## src/sv/vfga_pkg.sv

```systemverilog
package vfga_pkg;

    // Grid geometry and accumulator width.
    localparam int MAX_COLUMNS = 64;
    localparam int MAX_ROWS    = 64;
    localparam int ACC_WIDTH   = 24;

    localparam int COL_W      = (MAX_COLUMNS > 1) ? $clog2(MAX_COLUMNS) : 1;
    localparam int ROW_W      = (MAX_ROWS > 1) ? $clog2(MAX_ROWS) : 1;
    localparam int Q_W        = (COL_W > ROW_W) ? COL_W : ROW_W;
    localparam int CELL_COUNT = MAX_COLUMNS * MAX_ROWS;
    localparam int ADDR_W     = (CELL_COUNT > 1) ? $clog2(CELL_COUNT) : 1;

    // Fixed field widths.
    localparam int SIZE_W    = 10;
    localparam int GRID_W    = 7;
    localparam int POINT_W   = 16;
    localparam int VEC_IN_W  = 16;
    localparam int VEC_OUT_W = 24;
    localparam int FIELD_W   = 6;
    localparam int CFG_IDX_W = 2;
    localparam int CFG_DATA_W = SIZE_W;

    // Divider: two quotient bits per cycle.
    localparam int REM_W      = (POINT_W > SIZE_W + Q_W) ? POINT_W : SIZE_W + Q_W;
    localparam int DIV_STEPS  = (Q_W + 1) / 2;
    localparam int STEP_W     = (DIV_STEPS > 1) ? $clog2(DIV_STEPS) : 1;

    // Queues.
    localparam int JOBQ_DEPTH = 2;
    localparam int OUTQ_DEPTH = 2;
    localparam int QPTR_W     = 1;
    localparam int QCNT_W     = 2;

    typedef enum logic [1:0] {
        OP_ADD   = 2'd0,
        OP_READ  = 2'd1,
        OP_CLEAR = 2'd2
    } t_op;

    typedef enum logic [CFG_IDX_W-1:0] {
        CFG_CELL_WIDTH   = 2'd0,
        CFG_CELL_HEIGHT  = 2'd1,
        CFG_GRID_COLUMNS = 2'd2,
        CFG_GRID_ROWS    = 2'd3
    } t_cfg_idx;

    typedef enum logic [1:0] {
        FE_IDLE,
        FE_DIV,
        FE_PUSH
    } t_fe_state;

    typedef enum logic [1:0] {
        BK_CLEAR,
        BK_IDLE,
        BK_RMW
    } t_bk_state;

    typedef struct packed {
        logic [1:0]                  operation;
        logic signed [POINT_W-1:0]   point_x;
        logic signed [POINT_W-1:0]   point_y;
        logic signed [VEC_IN_W-1:0]  add_x;
        logic signed [VEC_IN_W-1:0]  add_y;
    } t_item;

    typedef struct packed {
        logic [FIELD_W-1:0]          cell_column;
        logic [FIELD_W-1:0]          cell_row;
        logic signed [VEC_OUT_W-1:0] vector_x;
        logic signed [VEC_OUT_W-1:0] vector_y;
        logic                        saturated;
    } t_result;

    typedef struct packed {
        logic [SIZE_W-1:0] cell_width;
        logic [SIZE_W-1:0] cell_height;
        logic [GRID_W-1:0] grid_columns;
        logic [GRID_W-1:0] grid_rows;
    } t_cfg;

    typedef struct packed {
        logic                       is_clear;
        logic                       is_add;
        logic [COL_W-1:0]           col;
        logic [ROW_W-1:0]           row;
        logic signed [VEC_IN_W-1:0] add_x;
        logic signed [VEC_IN_W-1:0] add_y;
    } t_job;

endpackage

```

## src/sv/vfga_queue.sv

```systemverilog
module vfga_queue (
    input  logic           i_clk,
    input  logic           i_rst_n,
    input  logic           i_push,
    input  vfga_pkg::t_job i_job,
    output logic           o_full,
    input  logic           i_pop,
    output vfga_pkg::t_job o_job,
    output logic           o_empty
);

    vfga_pkg::t_job              r_slot [vfga_pkg::JOBQ_DEPTH];
    logic [vfga_pkg::QPTR_W-1:0] r_wp, r_rp;
    logic [vfga_pkg::QCNT_W-1:0] r_cnt;
    logic                        do_push, do_pop;

    always_comb begin
        o_full = r_cnt == vfga_pkg::QCNT_W'(vfga_pkg::JOBQ_DEPTH);
        o_empty = r_cnt == '0;
        o_job = r_slot[r_rp];
        do_push = i_push && !o_full;
        do_pop = i_pop && !o_empty;
    end

    always_ff @(posedge i_clk) begin
        if (!i_rst_n) begin
            r_wp <= '0;
            r_rp <= '0;
            r_cnt <= '0;
        end else begin
            if (do_push) begin
                r_wp <= r_wp + 1'b1;
            end
            if (do_pop) begin
                r_rp <= r_rp + 1'b1;
            end
            r_cnt <= r_cnt + vfga_pkg::QCNT_W'(do_push) - vfga_pkg::QCNT_W'(do_pop);
        end
    end

    always_ff @(posedge i_clk) begin
        if (do_push) begin
            r_slot[r_wp] <= i_job;
        end
    end

endmodule

```

## config.mk

```make
export PLATFORM = sky130hd
export DESIGN_NAME = vfga_queue
export DESIGN_NICKNAME = d
export VERILOG_FILES = /design/src/sv/vfga_pkg.sv /design/src/sv/vfga_queue.sv
export SDC_FILE = /design/constraint.sdc
export NUM_CORES = 1
export LEC_CHECK = 0
export ABC_AREA = 1
export BUFFER_PORTS_ARGS = -buffer_cell sky130_fd_sc_hd__buf_2
export CAP_MARGIN = 20
export CORE_UTILIZATION = 45
export DETAILED_ROUTE_END_ITERATION = 8
export MAX_ROUTING_LAYER = met4
export PLACE_DENSITY_LB_ADDON = 0.2
export SLEW_MARGIN = 20
export SYNTH_ARGS = -nofsm -noshare
export SYNTH_HDL_FRONTEND = slang
export SYNTH_SLANG_ARGS = --single-unit
```

## constraint.sdc

```tcl
create_clock -name i_clk -period 3.7 [get_ports i_clk]
set_input_delay 0.185 -clock i_clk [delete_from_list [all_inputs] [get_ports i_clk]]
set_output_delay 0.185 -clock i_clk [all_outputs]
set_load 0.03 [all_outputs]
```

; ---- Yosys cells after proc, flatten, opt, wreduce, memory -nomap -nowiden
; Memory sizes are Yosys's and may differ from the RTL's. A register that Yosys moved wholly into a read port is not among the register bits.
; Cells that the tools add are included.
[op_classes]
add_sub_neg = 4
n_eq_ne = 1
n_mux = 4
n_reduce_logical = 5
[op_table]
columns = cell, n
row1 = $mux W1, 4
row2 = $add A1 B1 Y1 const B, 2
row3 = $add A2 B1 Y2, 1
row4 = $eq A2 B2 Y1 const B, 1
row5 = $logic_and A1 B1 Y1, 2
row6 = $logic_not A1 Y1, 2
row7 = $logic_not A2 Y1, 1
row8 = $sub A2 B1 Y2, 1
[totals]
regBits = 4
mem_bits_rw = 92
in_bits = 50
wordCells = 18
mem_count = 1
[mem_list]
columns = name, depth, word_bits, read_ports, rd_ports_with_merged_regs, wr, line
row1 = r_slot, 2, 46, 1, 1, 1, vfga_queue.sv:12  ; vfga_pkg::t_job r_slot [vfga_pkg::JOBQ_DEPTH];

; ---- Logic depth before layout (Yosys ltp)
; Gate-level depths: netlist of the first run.
[logic_depth]
ltp_word = 5
mapped_depth = 11
ltp_nobuf = 11

; ---- Least setup slack after synthesis of the first run
; OpenSTA, ideal clock, no wires.
[synth_timing]
kind = reg2reg
start = register r_cnt[0] (netlist bit)
end = memory r_slot[0][0] (netlist bit), enable pin
arrival_ns = 2.492
path_slack_ns = 0.758
stages_incl_launch_ff = 5
path_buffers = 0
synth_period_minus_slack_ns = 2.942
cell_sequence = dfxtp_1 inv_1 nand2_1 nand2_1 nor2_1
[synth_between]
elab_chain_len = 5
[synth_lines]
columns = element, line
row1 = from (decl), vfga_queue.sv:14  ; logic [vfga_pkg::QCNT_W-1:0] r_cnt;
row2 = from (signal assigned), vfga_queue.sv:37  ; r_cnt <= r_cnt + vfga_pkg::QCNT_W'(do_push) - vfga_pkg::QCNT_W'(do_pop);
row3 = $eq A2 B2 Y1, vfga_queue.sv:18  ; o_full = r_cnt == vfga_pkg::QCNT_W'(vfga_pkg::JOBQ_DEPTH);
row4 = $logic_not A1 Y1, vfga_queue.sv:21  ; do_push = i_push && !o_full;
row5 = $logic_and A1 B1 Y1, vfga_queue.sv:21
row6 = $mux W1, vfga_queue.sv:42  ; if (do_push) begin
row7 = $mux W1 (not written as such), vfga_queue.sv:43  ; r_slot[r_wp] <= i_job;
row8 = to (decl), vfga_queue.sv:12
; No other way between the ends.

==> results.py, run 1 <==
metrics = {
    "run_status": {
        "status": "complete, no violations",
    },
    "synthesis": {
        "synth_nets": 233,
        "syn_avg_cell_area_um2": 20.8,
        "yosysTopAreaCell": "edfxtp_1",
        "netlist_top_cells_area": "edfxtp_1, mux2_4, dfxtp_1, buf_12, mux2_2",
        "ys_seq_elements": 97,
        "synth_area_mm2": 0.00377,
        "synth_simple_gate_area_share_pct": 2.09,
        "synthCells": 181,
        "synthXorXnorAreaFrac_pct": 0,
        "yosysWarnings": 0,
        "seq_area_frac_synth_pct": 75.9,
        "yosysTopAreaCellShare_pct": 73.3,
        "ys_types": 12,
        "synthAdderAreaFrac_pct": 0.664,
        "synth_top_family_by_area": "multiplexers",
        "synth_compound_area_share_pct": 0.266,
        "synth.mux.area_fraction_pct": 17.7,
    },
    "clocking": {
        "numCtsBuffers": 9,
        "insertion_delay_ps": 340,
        "ctsHtreeMaxLevel": 3,
        "clockRootBuffer": "clkbuf_8",
        "cts.sinks": 97,
        "cts_tree": "built",
        "ctsLongestPathBuffers": 2,
        "post_cts_resized": 0,
        "clk_pin_slew_worst_paths_ps": 90,
        "hold_buffers": 0,
        "cts_setup_buffers": 0,
    },
    "critical_path": {
        "cp_slowest_cell": "dfxtp_2",
        "end_kind": "output port",
        "r2r-end": "r_slot[0][37]$_DFFE_PP_",
        "cp.buffers_inverters": 2,
        "cp_cell_sequence": "buf_4, mux2_2, buf_2",
        "cp.required_ps": 3510,
        "cp-start-kind": "register",
        "r2r_start": "r_cnt[0]$_SDFF_PN0_",
        "critPathKind": "reg2out",
        "cpLargestDelayFamily": "flip-flops",
        "cp.arrival_ps": 2200,
        "slowest_delay_ps": 980,
        "crit_fanout": 29,
        "rr_worst_depth": 5,
        "ff2ff_setup_slack_ps": 1730,
    },
    "hold_path": {
        "hp-class": "in2reg",
        "hold_end": "r_slot[1][25]$_DFFE_PP_",
        "hp-start": "i_job[25]",
        "hold_depth": 1,
    },
    "global_route": {
        "grt_pass1_vias": 1888,
        "grt_usage_pct": 14.5,
        "grt_max_degree": 47,
        "antenna_found_initial": 0,
        "grt_pass1_wl_um": 8980,
        "grt_overflow": 0,
    },
    "sta": {
        "slew-limit-headroom_pct": 31.7,
        "drv_slew": 0,
        "setup_viol": 0,
        "min_period_ps": 2380,
        "hold_slack_ps": 22.8,
        "period_share_pct": 64.3,
        "finClkSkew_ps": 10.2,
        "worstMarginPinSlew_ps": 1020,
        "fin_ws_ps": 1320,
        "max_freq_mhz": 420,
        "tns_ps": 0,
        "hold_violations": 0,
        "rsz0062_at_grt": "no",
    },
    "pwr": {
        "p_leak_nw": 1.83,
        "finalPower_mw": 3.24,
        "p_per_area_mw_per_mm2": 712,
        "peakVddDrop_uv": 373,
    },
    "layout": {
        "final_cell_mix": "buf_2, edfxtp_1, mux2_4, clkbuf_8, nand2_1",
        "layout_commonest_cell": "buf_2",
        "fin_area_mm2": 0.00455,
        "syn2layout_area_growth_pct": 20.6,
        "drive_gt1_share_pct": 56.2,
        "nNetsFinal": 339,
        "diodes": 0,
    },
    "placed_design": {
        "dp_hpwl_um": 3910,
        "numPortBuffers": 97,
        "place.gp.congestion": 0.778,
        "pre_cts_ws_ps": 1640,
        "dpl_cell_area_mm2": 0.00433,
    },
    "route": {
        "drc_errors": 0,
        "drt-initial-drc-count": 59,
        "firstDrtPassIters": 4,
        "routed_wl_um": 5890,
        "vias": 1860,
        "postRouteAntennaNets": 0,
        "wl_per_cell_um": 14.8,
        "via_per_inst": 4.69,
    },
    "floorplanning": {
        "die_h_um": 93.5,
        "core-area_mm2": 0.00818,
        "die_area_mm2": 0.00875,
        "start_util_pct": 46.1,
        "die_width_um": 93.5,
        "rows": 33,
        "ios": 98,
    },
    "job": {
        "maxCapViolCount": 0,
    },
}
cell families (layout without fill, tap and decap cells):
group,Yosys count,count (layout)
muxes,46,46
buffers and inverters,14,125
AOI/OAI and AO/OA,2,2
adders and majority gates,2,2
DFF,97,97
and+or+nand+nor,20,20
per-layer routing:
| layer | part of all wire (%) | routed length (um) | GRT usage [%] | vias to the layer above |
|---|---|---|---|---|
| li1 | - | - | - | 892 |
| met1 | 42 | 2490 | 16.9 | 891 |
| met2 | 50 | 2950 | 23.8 | 69 |
| met3 | 6.4 | 375 | 3.50 | 8 |
| met4 | 1.2 | 73 | 6.92 | 0 |
| met5 | 0 | 0 | - | - |
per-stage QoR:
| step | util [%] | cells |
|---|---|---|
| 2_1_floorplan | - | 181 |
| 3_3_place_gp | 52.9 | 381 |
| 3_5_place_dp | 52.9 | 381 |
| 4_1_cts | 55.6 | 397 |
| 5_1_grt | 55.6 | 397 |
| 6_report | 55.6 | 397 |
state kept, by name, indices dropped and copies added, names as in the netlist, named ones only:
| register | flops |
|---|---|
| r_wp | 1 |
| r_slot | 92 |
| r_rp | 1 |
| r_cnt | 2 |
worst register-to-register path, stage by stage, from the launching register on:
cell	delay (ps)
dfxtp_1	360
inv_1	70
nand2_1	120
nand2_1	130
nor2_4	490
buf_4	460
where the power goes:
part	switching (mW)	internal, mW	total [mW]
sequential	0.0959	1.39	1.49
clock	0.335	0.395	0.729
combinational	0.610	0.408	1.02
cells in the mapped netlist:
cell type,count
ha_1,2
inv_1,9
buf_12,4
nor2_1,8
nand3_1,3
mux2_4,40
buf_6,1
nand2_1,9
edfxtp_1,92
dfxtp_1,5
mux2_2,6
a21oi_1,2
final cells by class:
class	count	area, um^2
Tap cell	105	131
Sequential cell	97	2860
Inverter	9	33.8
Clock inverter	6	81.3
Clock buffer	10	138
Fill cell	662	3630
Multi-Input combinational cell	70	790
Timing Repair Buffer	100	508
worst max-delay path by stage:
stage | startpoint | end | depth (start not counted)
after global routing | register | o_job[39] | 3
final | register | o_job[39] | 3
after global placement | register | o_job[37] | 3
after CTS | register | o_job[39] | 3
after floorplan | r_cnt[0]$_SDFF_PN0_ | r_slot[0][0]$_DFFE_PP_ | 4
after detailed placement | register | o_job[39] | 3
Note: power is estimated with default switching activity, not from simulation.
==> inputs of run 2 (changes only) <==
- ABC_AREA: 1 -> 0
- clock period: 3.7 -> 2.1 ns (I/O delays scaled with it)
==> run 2 against run 1 <==
Via count up 4.9%. Total power up 84%. Final cell count up 8.3%. Setup slack lost 940 ps. Routed wire length rose by 0.51%. Design area rose by 9.8%. Die area shrank 0.36%. First-iteration DRC count increased by 3.4%.
==> results.py, run 2 <==
metrics = {
    "sta": {
        "tns_ps": 0,
        "period_share_pct": 81.7,
        "setup_viol": 0,
        "finClkSkew_ps": 6.64,
        "drv_slew": 0,
        "min_period_ps": 1720,
        "slew-limit-headroom_pct": 71.9,
        "rsz0062_at_grt": "no",
        "fin_ws_ps": 384,
        "hold_violations": 0,
        "max_freq_mhz": 583,
        "worstMarginPinSlew_ps": 422,
    },
    "global_route": {
        "grt_usage_pct": 15.1,
        "antenna_found_initial": 0,
        "grt_max_degree": 47,
        "grt_overflow": 0,
        "grt_pass1_wl_um": 9410,
        "grt_pass1_vias": 2008,
    },
    "hold_path": {
        "hp-class": "in2reg",
    },
    "synthesis": {
        "synth_top_flop_cell": "edfxtp_1",
        "synthCells": 170,
        "seq_area_frac_synth_pct": 76.2,
        "post-synth-top-count-cell": "edfxtp_1",
        "synth_nets": 222,
        "synth-edff-count": 92,
        "synth_area_mm2": 0.00376,
        "yosysTopAreaCellShare_pct": 73.6,
        "yosysTopAreaCell": "edfxtp_1",
        "yosysWarnings": 0,
        "synthTopCellsByCount": "edfxtp_1, mux2_4, mux2_2",
        "ys_async_sr_fraction_pct": 0,
        "netlist_top_cells_area": "edfxtp_1, mux2_4, dfxtp_1, buf_12, mux2_2",
        "ys_seq_elements": 97,
        "syn_avg_cell_area_um2": 22.1,
        "ys_types": 18,
    },
    "critical_path": {
        "end_kind": "output port",
        "cp.required_ps": 2000,
        "critPathKind": "reg2out",
        "cp.arrival_ps": 1610,
        "crit_fanout": 23,
        "cp-start-kind": "register",
    },
    "floorplanning": {
        "ios": 98,
        "die_h_um": 93.4,
        "rows": 32,
        "core-area_mm2": 0.00789,
        "die_width_um": 93.4,
        "die_area_mm2": 0.00872,
        "start_util_pct": 47.6,
    },
    "route": {
        "drc_errors": 0,
        "postRouteAntennaNets": 0,
        "via_per_inst": 4.54,
        "drt-initial-drc-count": 61,
        "wl_per_cell_um": 13.8,
        "routed_wl_um": 5920,
        "firstDrtPassIters": 4,
        "vias": 1952,
    },
    "layout": {
        "drive_gt1_share_pct": 50.0,
        "multi_input_area_um2": 800,
        "syn2layout_area_growth_pct": 32.8,
        "largestRegisters": "r_slot (92), r_cnt (2)",
        "diodes": 0,
        "fillers": 565,
        "layout_commonest_cell": "buf_2",
        "largest_reg_flops": 92,
        "top_register": "r_slot",
        "nNetsFinal": 375,
        "final_cell_mix": "buf_2, edfxtp_1, dlygate4sd3_1, mux2_4, clkbuf_8",
        "seq_area_mm2": 0.00286,
    },
    "clocking": {
        "insertion_delay_ps": 350,
        "ctsHtreeMaxLevel": 3,
        "ctsLongestPathBuffers": 2,
        "clk_pin_slew_worst_paths_ps": 80,
        "cts_tree": "built",
        "cts.sinks": 97,
        "numCtsBuffers": 9,
        "clockRootBuffer": "clkbuf_8",
    },
    "pwr": {
        "peakVddDrop_uv": 849,
        "power_frac_comb_pct": 37.8,
        "p_sw_share_pct": 33.6,
        "p_sw_mw": 2.00,
        "p_per_area_mw_per_mm2": 1190,
        "seqPwrFrac_pct": 43.3,
        "p_clk_share_pct": 19.0,
        "p_leak_nw": 1.99,
        "internal_power_mw": 3.96,
    },
    "placed_design": {
        "place.gp.congestion": 0.732,
        "numPortBuffers": 97,
        "pre_cts_ws_ps": 404,
        "dp_hpwl_um": 3560,
    },
    "job": {
        "maxCapViolCount": 0,
    },
    "run_status": {
        "status": "complete, no violations",
    },
}
-- run 2: cell types whose count changed after synthesis, moves of 2 or more --
cell	previous run	this run
nand2_1	9	2
inv_1	9	3
a21oi_1	2	0
and2_1	0	2
nand2b_1	0	2
nand3_1	3	0
nor2_1	8	5
-- run 2: power by group through the flow --
stage	registers, mW	clock network [mW]	logic [mW]
finish	2.58	1.13	2.25
global route	2.61	1.24	2.41
CTS	2.58	1.17	2.29
detailed placement	2.63	0	2.22
global placement	2.61	0	2.22
floorplan	2.61	0	1.80
-- run 2: final timing paths --
path | startpoint | end | cells after the start | slack (ps)
min reg2reg | r_rp$_SDFFE_PN0P_ | r_rp$_SDFFE_PN0P_ | 2 | 520
max reg2reg | r_cnt[0]$_SDFF_PN0_ | r_cnt[1]$_SDFF_PN0_ | 8 | 380
max | register | o_job[35] | 3 | 380
min | i_rst_n | r_cnt[0]$_SDFF_PN0_ | 2 | 20
-- run 2: per-layer routing --
layer  global-route usage, %  wire length, um  vias to the layer above
met3                    2.76              229                        7
met4                    7.69               76                        0
met1                    17.6             2460                      937
li1                        -                -                      958
met5                       -                0                        -
met2                    25.3             3150                       50
-- run 2: final cells by class --
| cell class | count | area share (%) |
|---|---|---|
| clock buffer | 10 | 2.56 |
| clock inverter | 6 | 1.18 |
| inverter | 3 | 0.226 |
| multi-input combinational | 65 | 16.0 |
| sequential | 97 | 57.4 |
| tap | 102 | 2.56 |
| timing repair buffer | 147 | 20.1 |
-- run 2: cells by family after synthesis --
kind of cell,Yosys count,synth area share [%]
compound gates,1,0.200
xor+xnor,2,0.466
fa+ha+maj,2,0.666
buf+inv,8,2.73
flops,97,76.2
mux,47,18.1
simple gates,13,1.67
-- run 2: worst max-delay path: stages (launching register included) --
cell     delay, ps
dfxtp_2        330
buf_4          370
mux2_2         390
buf_2          180
-- run 2: timing repair --
action	4_1_cts	5_1_grt
resized for setup	0	0
hold buffers	46	0
buffers inserted	0	0
endpoints found under the hold margin	92	0
-- run 2: per-stage QoR --
stage	power (mW)	utilization, %	hold slack, ps	instances	instance area, um^2
finish	5.96	63.3	20.2	430	4990
global route	6.26	63.3	21.0	430	4990
CTS	6.04	63.3	3.38	430	4990
detailed placement	4.84	55.1	296	368	4340
global placement	4.83	55.1	293	368	4340
floorplan	4.41	-	204	170	3760
