--- config.mk ---
export PLATFORM = sky130hd
export DESIGN_NAME = vfga_front
export DESIGN_NICKNAME = d
export VERILOG_FILES = /design/src/sv/vfga_pkg.sv /design/src/sv/vfga_front.sv
export SDC_FILE = /design/constraint.sdc
export NUM_CORES = 1
export LEC_CHECK = 0
export BUFFER_PORTS_ARGS = -buffer_cell sky130_fd_sc_hd__buf_2
export CORE_ASPECT_RATIO = 0.6
export CORE_MARGIN = 2
export CORE_UTILIZATION = 60
export DETAILED_ROUTE_END_ITERATION = 7
export GPL_TIMING_DRIVEN = 0
export PLACE_DENSITY = 0.92
export SLEW_MARGIN = 20
export SYNTH_ARGS = -nofsm -noshare
export SYNTH_HDL_FRONTEND = slang
export SYNTH_SLANG_ARGS = --single-unit
--- constraint.sdc ---
create_clock -name i_clk -period 16.96 [get_ports i_clk]
set_clock_uncertainty 0.2 [all_clocks]
set_input_delay 1.696 -clock i_clk [delete_from_list [all_inputs] [get_ports i_clk]]
set_output_delay 1.696 -clock i_clk [all_outputs]
set_load 0.05 [all_outputs]
--- src/sv/vfga_pkg.sv ---
package vfga_pkg;

    // Grid geometry and accumulator width.
    localparam int MAX_COLUMNS = 64;
    localparam int MAX_ROWS    = 64;
    localparam int ACC_WIDTH   = 24;

    localparam int COL_W      = (MAX_COLUMNS > 1) ? $clog2(MAX_COLUMNS) : 1;
    localparam int ROW_W      = (MAX_ROWS > 1) ? $clog2(MAX_ROWS) : 1;
    localparam int Q_W        = (COL_W > ROW_W) ? COL_W : ROW_W;
    localparam int CELL_COUNT = MAX_COLUMNS * MAX_ROWS;
    localparam int ADDR_W     = (CELL_COUNT > 1) ? $clog2(CELL_COUNT) : 1;

    // Fixed field widths.
    localparam int SIZE_W    = 10;
    localparam int GRID_W    = 7;
    localparam int POINT_W   = 16;
    localparam int VEC_IN_W  = 16;
    localparam int VEC_OUT_W = 24;
    localparam int FIELD_W   = 6;
    localparam int CFG_IDX_W = 2;
    localparam int CFG_DATA_W = SIZE_W;

    // Divider: two quotient bits per cycle.
    localparam int REM_W      = (POINT_W > SIZE_W + Q_W) ? POINT_W : SIZE_W + Q_W;
    localparam int DIV_STEPS  = (Q_W + 1) / 2;
    localparam int STEP_W     = (DIV_STEPS > 1) ? $clog2(DIV_STEPS) : 1;

    // Queues.
    localparam int JOBQ_DEPTH = 2;
    localparam int OUTQ_DEPTH = 2;
    localparam int QPTR_W     = 1;
    localparam int QCNT_W     = 2;

    typedef enum logic [1:0] {
        OP_ADD   = 2'd0,
        OP_READ  = 2'd1,
        OP_CLEAR = 2'd2
    } t_op;

    typedef enum logic [CFG_IDX_W-1:0] {
        CFG_CELL_WIDTH   = 2'd0,
        CFG_CELL_HEIGHT  = 2'd1,
        CFG_GRID_COLUMNS = 2'd2,
        CFG_GRID_ROWS    = 2'd3
    } t_cfg_idx;

    typedef enum logic [1:0] {
        FE_IDLE,
        FE_DIV,
        FE_PUSH
    } t_fe_state;

    typedef enum logic [1:0] {
        BK_CLEAR,
        BK_IDLE,
        BK_RMW
    } t_bk_state;

    typedef struct packed {
        logic [1:0]                  operation;
        logic signed [POINT_W-1:0]   point_x;
        logic signed [POINT_W-1:0]   point_y;
        logic signed [VEC_IN_W-1:0]  add_x;
        logic signed [VEC_IN_W-1:0]  add_y;
    } t_item;

    typedef struct packed {
        logic [FIELD_W-1:0]          cell_column;
        logic [FIELD_W-1:0]          cell_row;
        logic signed [VEC_OUT_W-1:0] vector_x;
        logic signed [VEC_OUT_W-1:0] vector_y;
        logic                        saturated;
    } t_result;

    typedef struct packed {
        logic [SIZE_W-1:0] cell_width;
        logic [SIZE_W-1:0] cell_height;
        logic [GRID_W-1:0] grid_columns;
        logic [GRID_W-1:0] grid_rows;
    } t_cfg;

    typedef struct packed {
        logic                       is_clear;
        logic                       is_add;
        logic [COL_W-1:0]           col;
        logic [ROW_W-1:0]           row;
        logic signed [VEC_IN_W-1:0] add_x;
        logic signed [VEC_IN_W-1:0] add_y;
    } t_job;

endpackage

--- src/sv/vfga_front.sv ---
module vfga_front (
    input  logic            i_clk,
    input  logic            i_rst_n,
    input  vfga_pkg::t_cfg  i_cfg,
    input  logic            i_hold,
    input  logic            i_push,
    input  vfga_pkg::t_item i_item,
    output logic            o_full,
    output logic            o_job_push,
    output vfga_pkg::t_job  o_job,
    input  logic            i_job_full
);

    vfga_pkg::t_fe_state              r_state, n_state;
    logic [vfga_pkg::STEP_W-1:0]      r_cnt, n_cnt;
    logic [vfga_pkg::REM_W-1:0]       r_rem_x, n_rem_x, r_rem_y, n_rem_y;
    logic [vfga_pkg::Q_W-1:0]         r_q_x, n_q_x, r_q_y, n_q_y;
    logic                             r_ovf_x, n_ovf_x, r_ovf_y, n_ovf_y;
    logic [vfga_pkg::SIZE_W-1:0]      r_dv_x, n_dv_x, r_dv_y, n_dv_y;
    logic [vfga_pkg::COL_W-1:0]       r_lim_x, n_lim_x;
    logic [vfga_pkg::ROW_W-1:0]       r_lim_y, n_lim_y;
    logic                             r_is_clear, n_is_clear, r_is_add, n_is_add;
    logic signed [vfga_pkg::VEC_IN_W-1:0] r_add_x, n_add_x, r_add_y, n_add_y;

    logic                             accept;
    logic [vfga_pkg::REM_W-1:0]       rx, ry;
    logic [vfga_pkg::Q_W-1:0]         qx, qy;
    logic [vfga_pkg::REM_W:0]         sx, sy;
    logic [vfga_pkg::SIZE_W-1:0]      dvx, dvy;
    int                               effx, effy, k;

    // One restoring step: subtract the shifted divisor when it fits.
    function automatic logic [vfga_pkg::REM_W:0] div_bit(
        input logic [vfga_pkg::REM_W-1:0]  rem,
        input logic [vfga_pkg::SIZE_W-1:0] dv,
        input int                          sh
    );
        logic [vfga_pkg::REM_W-1:0] t;
        t = vfga_pkg::REM_W'(dv) << sh;
        if (rem >= t) begin
            return {rem - t, 1'b1};
        end
        return {rem, 1'b0};
    endfunction

    always_comb begin
        o_full = i_hold
              || !((r_state == vfga_pkg::FE_IDLE)
                || (r_state == vfga_pkg::FE_PUSH && !i_job_full));
        o_job_push = (r_state == vfga_pkg::FE_PUSH) && !i_job_full;
        accept = i_push && !o_full;

        o_job.is_clear = r_is_clear;
        o_job.is_add   = r_is_add;
        o_job.add_x    = r_add_x;
        o_job.add_y    = r_add_y;
        o_job.col = (r_ovf_x || r_q_x > vfga_pkg::Q_W'(r_lim_x))
                  ? r_lim_x : vfga_pkg::COL_W'(r_q_x);
        o_job.row = (r_ovf_y || r_q_y > vfga_pkg::Q_W'(r_lim_y))
                  ? r_lim_y : vfga_pkg::ROW_W'(r_q_y);
    end

    always_comb begin
        n_state = r_state;
        n_cnt = r_cnt;
        n_rem_x = r_rem_x;
        n_rem_y = r_rem_y;
        n_q_x = r_q_x;
        n_q_y = r_q_y;
        n_ovf_x = r_ovf_x;
        n_ovf_y = r_ovf_y;
        n_dv_x = r_dv_x;
        n_dv_y = r_dv_y;
        n_lim_x = r_lim_x;
        n_lim_y = r_lim_y;
        n_is_clear = r_is_clear;
        n_is_add = r_is_add;
        n_add_x = r_add_x;
        n_add_y = r_add_y;
        rx = r_rem_x;
        ry = r_rem_y;
        qx = r_q_x;
        qy = r_q_y;
        sx = '0;
        sy = '0;
        k = 0;
        dvx = (i_cfg.cell_width == '0) ? vfga_pkg::SIZE_W'(1) : i_cfg.cell_width;
        dvy = (i_cfg.cell_height == '0) ? vfga_pkg::SIZE_W'(1) : i_cfg.cell_height;
        effx = (i_cfg.grid_columns == '0) ? 1 : int'(i_cfg.grid_columns);
        effy = (i_cfg.grid_rows == '0) ? 1 : int'(i_cfg.grid_rows);
        if (effx > vfga_pkg::MAX_COLUMNS) begin
            effx = vfga_pkg::MAX_COLUMNS;
        end
        if (effy > vfga_pkg::MAX_ROWS) begin
            effy = vfga_pkg::MAX_ROWS;
        end

        case (r_state)
            vfga_pkg::FE_IDLE: begin
                if (accept) begin
                    n_state = vfga_pkg::FE_DIV;
                end
            end
            vfga_pkg::FE_DIV: begin
                for (int j = 0; j < 2; j++) begin
                    k = vfga_pkg::Q_W - 1 - 2 * int'(r_cnt) - j;
                    if (k >= 0) begin
                        sx = div_bit(rx, r_dv_x, k);
                        sy = div_bit(ry, r_dv_y, k);
                        rx = sx[vfga_pkg::REM_W:1];
                        ry = sy[vfga_pkg::REM_W:1];
                        qx = (qx << 1) | vfga_pkg::Q_W'(sx[0]);
                        qy = (qy << 1) | vfga_pkg::Q_W'(sy[0]);
                    end
                end
                n_rem_x = rx;
                n_rem_y = ry;
                n_q_x = qx;
                n_q_y = qy;
                if (r_cnt == vfga_pkg::STEP_W'(vfga_pkg::DIV_STEPS - 1)) begin
                    n_state = vfga_pkg::FE_PUSH;
                end else begin
                    n_cnt = r_cnt + 1'b1;
                end
            end
            vfga_pkg::FE_PUSH: begin
                if (!i_job_full) begin
                    n_state = accept ? vfga_pkg::FE_DIV : vfga_pkg::FE_IDLE;
                end
            end
            default: begin
                n_state = vfga_pkg::FE_IDLE;
            end
        endcase

        // Negative points land in cell 0; points past the last quotient bit
        // are flagged as overflow and clamp to the last cell.
        if (accept) begin
            n_cnt = '0;
            n_dv_x = dvx;
            n_dv_y = dvy;
            n_lim_x = vfga_pkg::COL_W'(effx - 1);
            n_lim_y = vfga_pkg::ROW_W'(effy - 1);
            n_q_x = '0;
            n_q_y = '0;
            n_rem_x = i_item.point_x[vfga_pkg::POINT_W-1]
                    ? '0 : vfga_pkg::REM_W'($unsigned(i_item.point_x));
            n_rem_y = i_item.point_y[vfga_pkg::POINT_W-1]
                    ? '0 : vfga_pkg::REM_W'($unsigned(i_item.point_y));
            n_ovf_x = n_rem_x >= (vfga_pkg::REM_W'(dvx) << vfga_pkg::Q_W);
            n_ovf_y = n_rem_y >= (vfga_pkg::REM_W'(dvy) << vfga_pkg::Q_W);
            n_is_clear = i_item.operation == vfga_pkg::OP_CLEAR;
            n_is_add = i_item.operation == vfga_pkg::OP_ADD;
            n_add_x = i_item.add_x;
            n_add_y = i_item.add_y;
        end
    end

    always_ff @(posedge i_clk) begin
        if (!i_rst_n) begin
            r_state <= vfga_pkg::FE_IDLE;
            r_cnt <= '0;
        end else begin
            r_state <= n_state;
            r_cnt <= n_cnt;
        end
    end

    always_ff @(posedge i_clk) begin
        r_rem_x <= n_rem_x;
        r_rem_y <= n_rem_y;
        r_q_x <= n_q_x;
        r_q_y <= n_q_y;
        r_ovf_x <= n_ovf_x;
        r_ovf_y <= n_ovf_y;
        r_dv_x <= n_dv_x;
        r_dv_y <= n_dv_y;
        r_lim_x <= n_lim_x;
        r_lim_y <= n_lim_y;
        r_is_clear <= n_is_clear;
        r_is_add <= n_is_add;
        r_add_x <= n_add_x;
        r_add_y <= n_add_y;
    end

endmodule

---- Word level (Yosys, flattened, before mapping) ----
Index checks and enable logic that the tools add are counted.
cells by class
  shifts and indexed selects .............. 4
  $lt $le $gt $ge ......................... 12
  mux-type cells .......................... 59
  reduce and logical (&&, ||, !) cells .... 20
  $add $sub $neg .......................... 9
  equal/unequal tests ..................... 8
  bitwise logic cells ..................... 6
operators by type and width
  kind                 number
  $mux 17              16
  $mux 16              10
  $shl 10x32->16       4
  $ge 16x16->1         4
  $sub 16x16->16       4
  $mux 6               10
  $ge 15x16->1         2
  $mux 15              2
  $or 6x1->6           4
  $logic_not 10->1     2
  $mux 10              2
  $gt 7x7->1 const B   2
  $logic_not 7->1      2
  $mux 7               2
  $mux 1               13
  $gt 6x6->1           2
  $sub 6x1->6 const B  2
  $eq 2x2->1 const B   3
  $mux 2               3
  $ne 2x2->1 const B   3
  $pmux 2 s3           1
  $ge 5x1->1 const B   1
  $sub 4x2->5 const B  1
  $ge 4x1->1 const B   1
  13 further kinds     22
storage, ports and cells
  output and inout port bits .............. 48
  register bits ........................... 116
  word-level logic and storage cells ...... 136
  input port bits ......................... 105

---- Longest topological paths before layout ----
  depth after elaboration ................. 21
  depth in mapped cells ................... 29
  depth with buffers taken out ............ 24

---- Worst setup path before layout ----
Ideal clock, no wire load.
  kind .................................... register -> register
  start point ............................. register r_cnt[0] (netlist bit)
  end point ............................... register r_rem_x[5] (netlist bit), data pin
  path slack .............................. 10.527 ns
  clock period less this slack ............ 6.433 ns
  buffers on the path ..................... 5
  data arrival time ....................... 5.974 ns
  required time ........................... 16.501 ns
  stages on the path, launching flop included .. 26
  setup time .............................. 0.259 ns
  path through ............................ dfxtp_1 -> clkbuf_1 -> inv_1 -> ha_1 -> clkbuf_1 -> buf_1 -> mux2i_1 -> a211o_1 -> ha_1 -> a21o_1 -> a21o_1 -> a21oi_2 -> o211ai_2 -> a211oi_4 -> nor2_4 -> buf_4 -> mux2_2 -> ha_1 -> a21o_1 -> a21o_1 -> a21o_1 -> a2111oi_2 -> a221o_1 -> buf_2 -> nor3_1 -> a211o_1
between the ends
  cells in the longest elaborated chain, start to end .. 21
  elaborated cells on any way between the ends .. 29
  those cells by class .................... 4 x add/sub; 4 x order compare; 2 x shift; 19 x mux
RTL lines
  item                        line               source
  start: declaration          vfga_front.sv:15   logic [vfga_pkg::STEP_W-1:0] r_cnt, n_cnt;
  start signal: assignment    vfga_front.sv:165  r_cnt <= n_cnt;
  $sub 3x3->4 *               vfga_front.sv:106  k = vfga_pkg::Q_W - 1 - 2 * int'(r_cnt) - j;
  $shl 10x32->16              vfga_front.sv:39   t = vfga_pkg::REM_W'(dv) << sh;
  $ge 16x16->1                vfga_front.sv:40   if (rem >= t) begin
  $mux 1                      vfga_front.sv:40
  $mux 1                      vfga_front.sv:107  if (k >= 0) begin
  $mux 1                      vfga_front.sv:98   case (r_state)
  $mux 17                     vfga_front.sv:43   return {rem, 1'b0};
  $mux 17                     vfga_front.sv:107
  [6 not listed]              -
  $mux 1                      vfga_front.sv:98
  $mux 17                     vfga_front.sv:43
  $mux 17                     vfga_front.sv:107
  $mux 17                     vfga_front.sv:98
  $mux 16 *                   vfga_front.sv:107
  $mux 16 *                   vfga_front.sv:98
  $mux 16 *                   vfga_front.sv:138  if (accept) begin
  named net n_rem_x, one bit  vfga_front.sv:16   logic [vfga_pkg::REM_W-1:0] r_rem_x, n_rem_x, r_rem_y, n_rem_y;
  end signal: assignment      vfga_front.sv:170  r_rem_x <= n_rem_x;
  end: declaration            vfga_front.sv:16
Mark *: on every way through the listed nets, which the timed path passes. The rest lies on a longest branch. The select of a mux whose other input is x is not followed.
A chain may end at the register's enable or synchronous reset.

==> impl.org <==
** GRT
- Across every metal layer, demand over resource in global routing totals 0.354.
- The number of antenna violations at the first check in global routing was 2.
- Summed over all layers, the global routing overflow is 0.
- The via count of the first global-routing pass came to 8679.
- Largest net degree at the start of global routing :: 59
- The first global-routing pass estimated 46.7 mm of wire.

** Timing
- Sum of negative setup slack :: 0 ns
- Of the available clock period, the critical path in the final layout requires 0.508.
- Maximum clock frequency :: 116 MHz
- Worst slew slack as a fraction of its limit :: 0.392
- Setup repair after global routing left no endpoint under its margin.
- Setup violations remaining at the end of the flow were counted as 0.
- Worst Slack Setup Final :: between 8 and 9 ns
- Final min period :: 8.62 ns
- The final-report max-slew violation count is 0.
- Worst Max-Slew Pin Slew :: between 0.9 and 1 ns
- The number of hold-slack violations in the final timing report was 0.

** Setup path
- The slowest stage of the critical path belongs to the cell sky130_fd_sc_hd__buf_1.
- Kind of launch point of the worst setup path :: register
- For flop-to-flop paths, the worst setup slack is around 8.3 ns.
- CP Data Arrival Time :: 8.56 ns
- Largest fanout on the critical path :: 10
- By startpoint and endpoint, the worst setup path is classified as register to register.
- The worst register-to-register path begins at r_cnt[0].
- Destination of the worst register-to-register timing path :: r_rem_y[0]
- The worst setup path is captured at a register.
- Slowest cell delay on critical path :: 0.59 ns
- The critical path contains buffers and inverters numbering 6 combined.
- Timing startpoint of the critical path :: r_cnt[0]
- Dominant cell type by count on the critical path :: sky130_fd_sc_hd__nand2_1
- CP top delay family :: compound AO/OA/AOI/OAI gates
- STA puts the critical path data required time at roughly 17 ns.
- Cells on worst reg2reg path :: 26

** Yosys
- Post-synth net total :: 1284
- Synthesis handed over a netlist of between 1000 and 1500 instances.
- For this run, asynchronously set or reset flops after synthesis account for 0.
- Synth Area per Inst :: just over 9 um2
- Post-synth top flop :: sky130_fd_sc_hd__edfxtp_1
- The share of the Yosys chip area taken by registers is 0.336.
- Cell area after synthesis :: around 0.01 mm2
- During synthesis, Yosys emitted a total of 0 warnings.
- Counting flops with a built-in enable in the synthesized netlist gives 100.
- Number of register bits inferred by synthesis :: roughly 120
- Yosys cell types :: between 70 and 80

** Route
- The detail route stage leaves a number of antenna-violating nets equal to 0.
- Total Routed Length :: about 31 mm
- The detailed router finished its first iteration with 1171 violations.
- Via total after detailed routing :: ~9400
- Average vias per placed instance :: around 6.4
- Number of optimization iterations in the first detailed-route pass :: 6
- Post-route DRC :: 0
- Drt wl/cell :: approximately 21 um

** Clock tree
- In this run, CTS created clock tree buffers numbering 17.
- For the worst-skew pair, the clock arrives at the later sink with an insertion delay of 0.43 ns.
- Number of gates resized after cts :: 0
- The tree is rooted in a sky130_fd_sc_hd__clkbuf_16.
- TritonCTS built the clock tree.
- Deepest clock path buffer count :: 2
- CTS sink cnt :: 116
- Max H-tree Level :: 4
- After clock tree synthesis, the clock-pin slew on the worst setup and hold paths is ~0.07 ns.
- Setup Fix Bufs, Post-CTS :: 0
- In this run, post-CTS hold repair placed 0 buffers.

** Die
- Count of pins on the block boundary :: approximately 150
- Measured along the y axis, the die boundary spans 103 um.
- Die Outline Area :: between 0.015 and 0.02 mm2
- Floorplan row count :: 36
- After floorplanning, the core was sized to cover approximately 0.016 mm2.
- Die W :: between 150 and 200 um
- The initial utilization of the core area, before any placement, comes to 0.611.

** Worst hold path
- The worst hold path belongs to the class register to register.
- Worst Hold Path Cells :: 2
- Hold path start :: r_q_y[4]
- The path with the worst hold slack has its endpoint at r_q_y[4].

** Finish
- Area added between synthesis and finish :: 16.6%
- Layout cells sized above 1 :: 0.212
- Final standard cell count with taps included and fillers excluded :: about 1500
- 0 antenna diodes ended up in the layout.
- Layout net count :: about 1500

** Placed design
- In this run the tool buffered the top-level ports with roughly 150 buffer cells.
- Worst slack after detailed placement :: ~9 ns
- Number of placed instances with taps included :: between 1000 and 1500
- GP Congestion :: ~1.0
- Post-detail-place hpwl :: 23.5 mm

** Job
- # Max-Cap Violations :: 0

** Status
- Result of the run :: completed
[cells in the mapped netlist, types with 30 or more instances]
master | n | area [um2]
sky130_fd_sc_hd__nor2b_1 | 39 | 244
sky130_fd_sc_hd__o21ai_0 | 49 | 245
sky130_fd_sc_hd__nor3_1 | 31 | 155
sky130_fd_sc_hd__edfxtp_1 | 100 | 3000
sky130_fd_sc_hd__inv_1 | 72 | 270
sky130_fd_sc_hd__ha_1 | 98 | 1230
sky130_fd_sc_hd__a21o_1 | 30 | 225
sky130_fd_sc_hd__nand2_1 | 94 | 353
sky130_fd_sc_hd__mux2_2 | 42 | 473
sky130_fd_sc_hd__a21oi_1 | 72 | 360
sky130_fd_sc_hd__clkbuf_1 | 40 | 150
sky130_fd_sc_hd__nor2_1 | 70 | 263
[layer usage]
| layer | up-vias | wire, um | GRT usage |
|---|---|---|---|
| met4 | 2 | 625 | 0.0927 |
| met3 | 66 | 4580 | 0.132 |
| met1 | 4333 | 12700 | 0.486 |
| met5 | - | 7 | 0 |
| met2 | 657 | 12900 | 0.529 |
| li1 | 4356 | - | - |
[worst register-to-register path: cells and delay by family, from the launching register on]
kind,cells,cell delay [ns]
compound gates,9,2.90
buf+inv,6,1.99
fa+ha+maj,3,1.16
simple gates,6,1.07
mux,2,0.68
flops,1,0.33
[sequential cells by signal (all words and copies together) (netlist names), 2 cells and up]
| name | count |
|---|---|
| r_add_x | 16 |
| r_add_y | 16 |
| r_cnt | 2 |
| r_dv_x | 10 |
| r_dv_y | 10 |
| r_lim_x | 6 |
| r_lim_y | 6 |
| r_q_x | 6 |
| r_q_y | 6 |
| r_rem_x | 16 |
| r_rem_y | 16 |
| r_state | 2 |
[per-stage QoR]
step	cell area, um2	hold WS, ns	util
4_1_cts	11500	0.298	0.712
3_5_place_dp	11000	0.283	0.677
2_1_floorplan	9880	0.250	-
3_3_place_gp	10900	0.269	0.674
5_1_grt	11500	0.325	0.712
6_report	11500	0.298	0.712
[area by class of cell]
type / count / area, um2
Timing Repair Buffer: 155 / 813
Clock inverter: 14 / 124
Fill cell: 1204 / 4660
Multi-Input combinational cell: 839 / 6060
Tap cell: 209 / 262
Buffer: 52 / 231
Clock buffer: 18 / 429
Inverter: 72 / 270
Sequential cell: 116 / 3320
[how the worst max path moves through the flow]
stage | cells after the start | to | slack (ns)
finish | 26 | r_rem_y[0] | 8.34
global route | 27 | r_rem_y[12] | 8.12
CTS | 26 | r_rem_y[0] | 8.70
detailed placement | 26 | r_rem_y[0] | 8.98
global placement | 24 | r_rem_y[0] | 9.09
floorplan | 25 | r_rem_x[5] | 10.53
[placed cells by master, fill, tap and decap left out, drive strengths merged, types with 8 or more instances in the layout]
cell type,n
nor2,71
inv,78
edfxtp,100
a211oi,14
and4,8
ha,98
xnor2,18
o21ai,51
nor3,31
nand3,18
mux2i,18
or2,12
a21oi,75
nor2b,39
a31oi,13
nand4,8
a21o,30
o21a,20
nand2,94
and3,13
xor2,19
o211ai,12
buf,166
clkbuf,59
nand3b,12
a211o,10
dfxtp,16
nand2b,15
mux2,45
[cells by family after synthesis]
logic type	Yosys count	share of synthesized area
compound gates	291	0.202
xor+xnor	37	0.0328
fa+ha+maj	100	0.128
buf+inv	124	0.0504
flops	116	0.336
mux	63	0.0707
simple gates	348	0.179
Power is left out: the tool's default activity adds up to more than one toggle a clock period on the data nets, which glitch-free logic cannot reach.
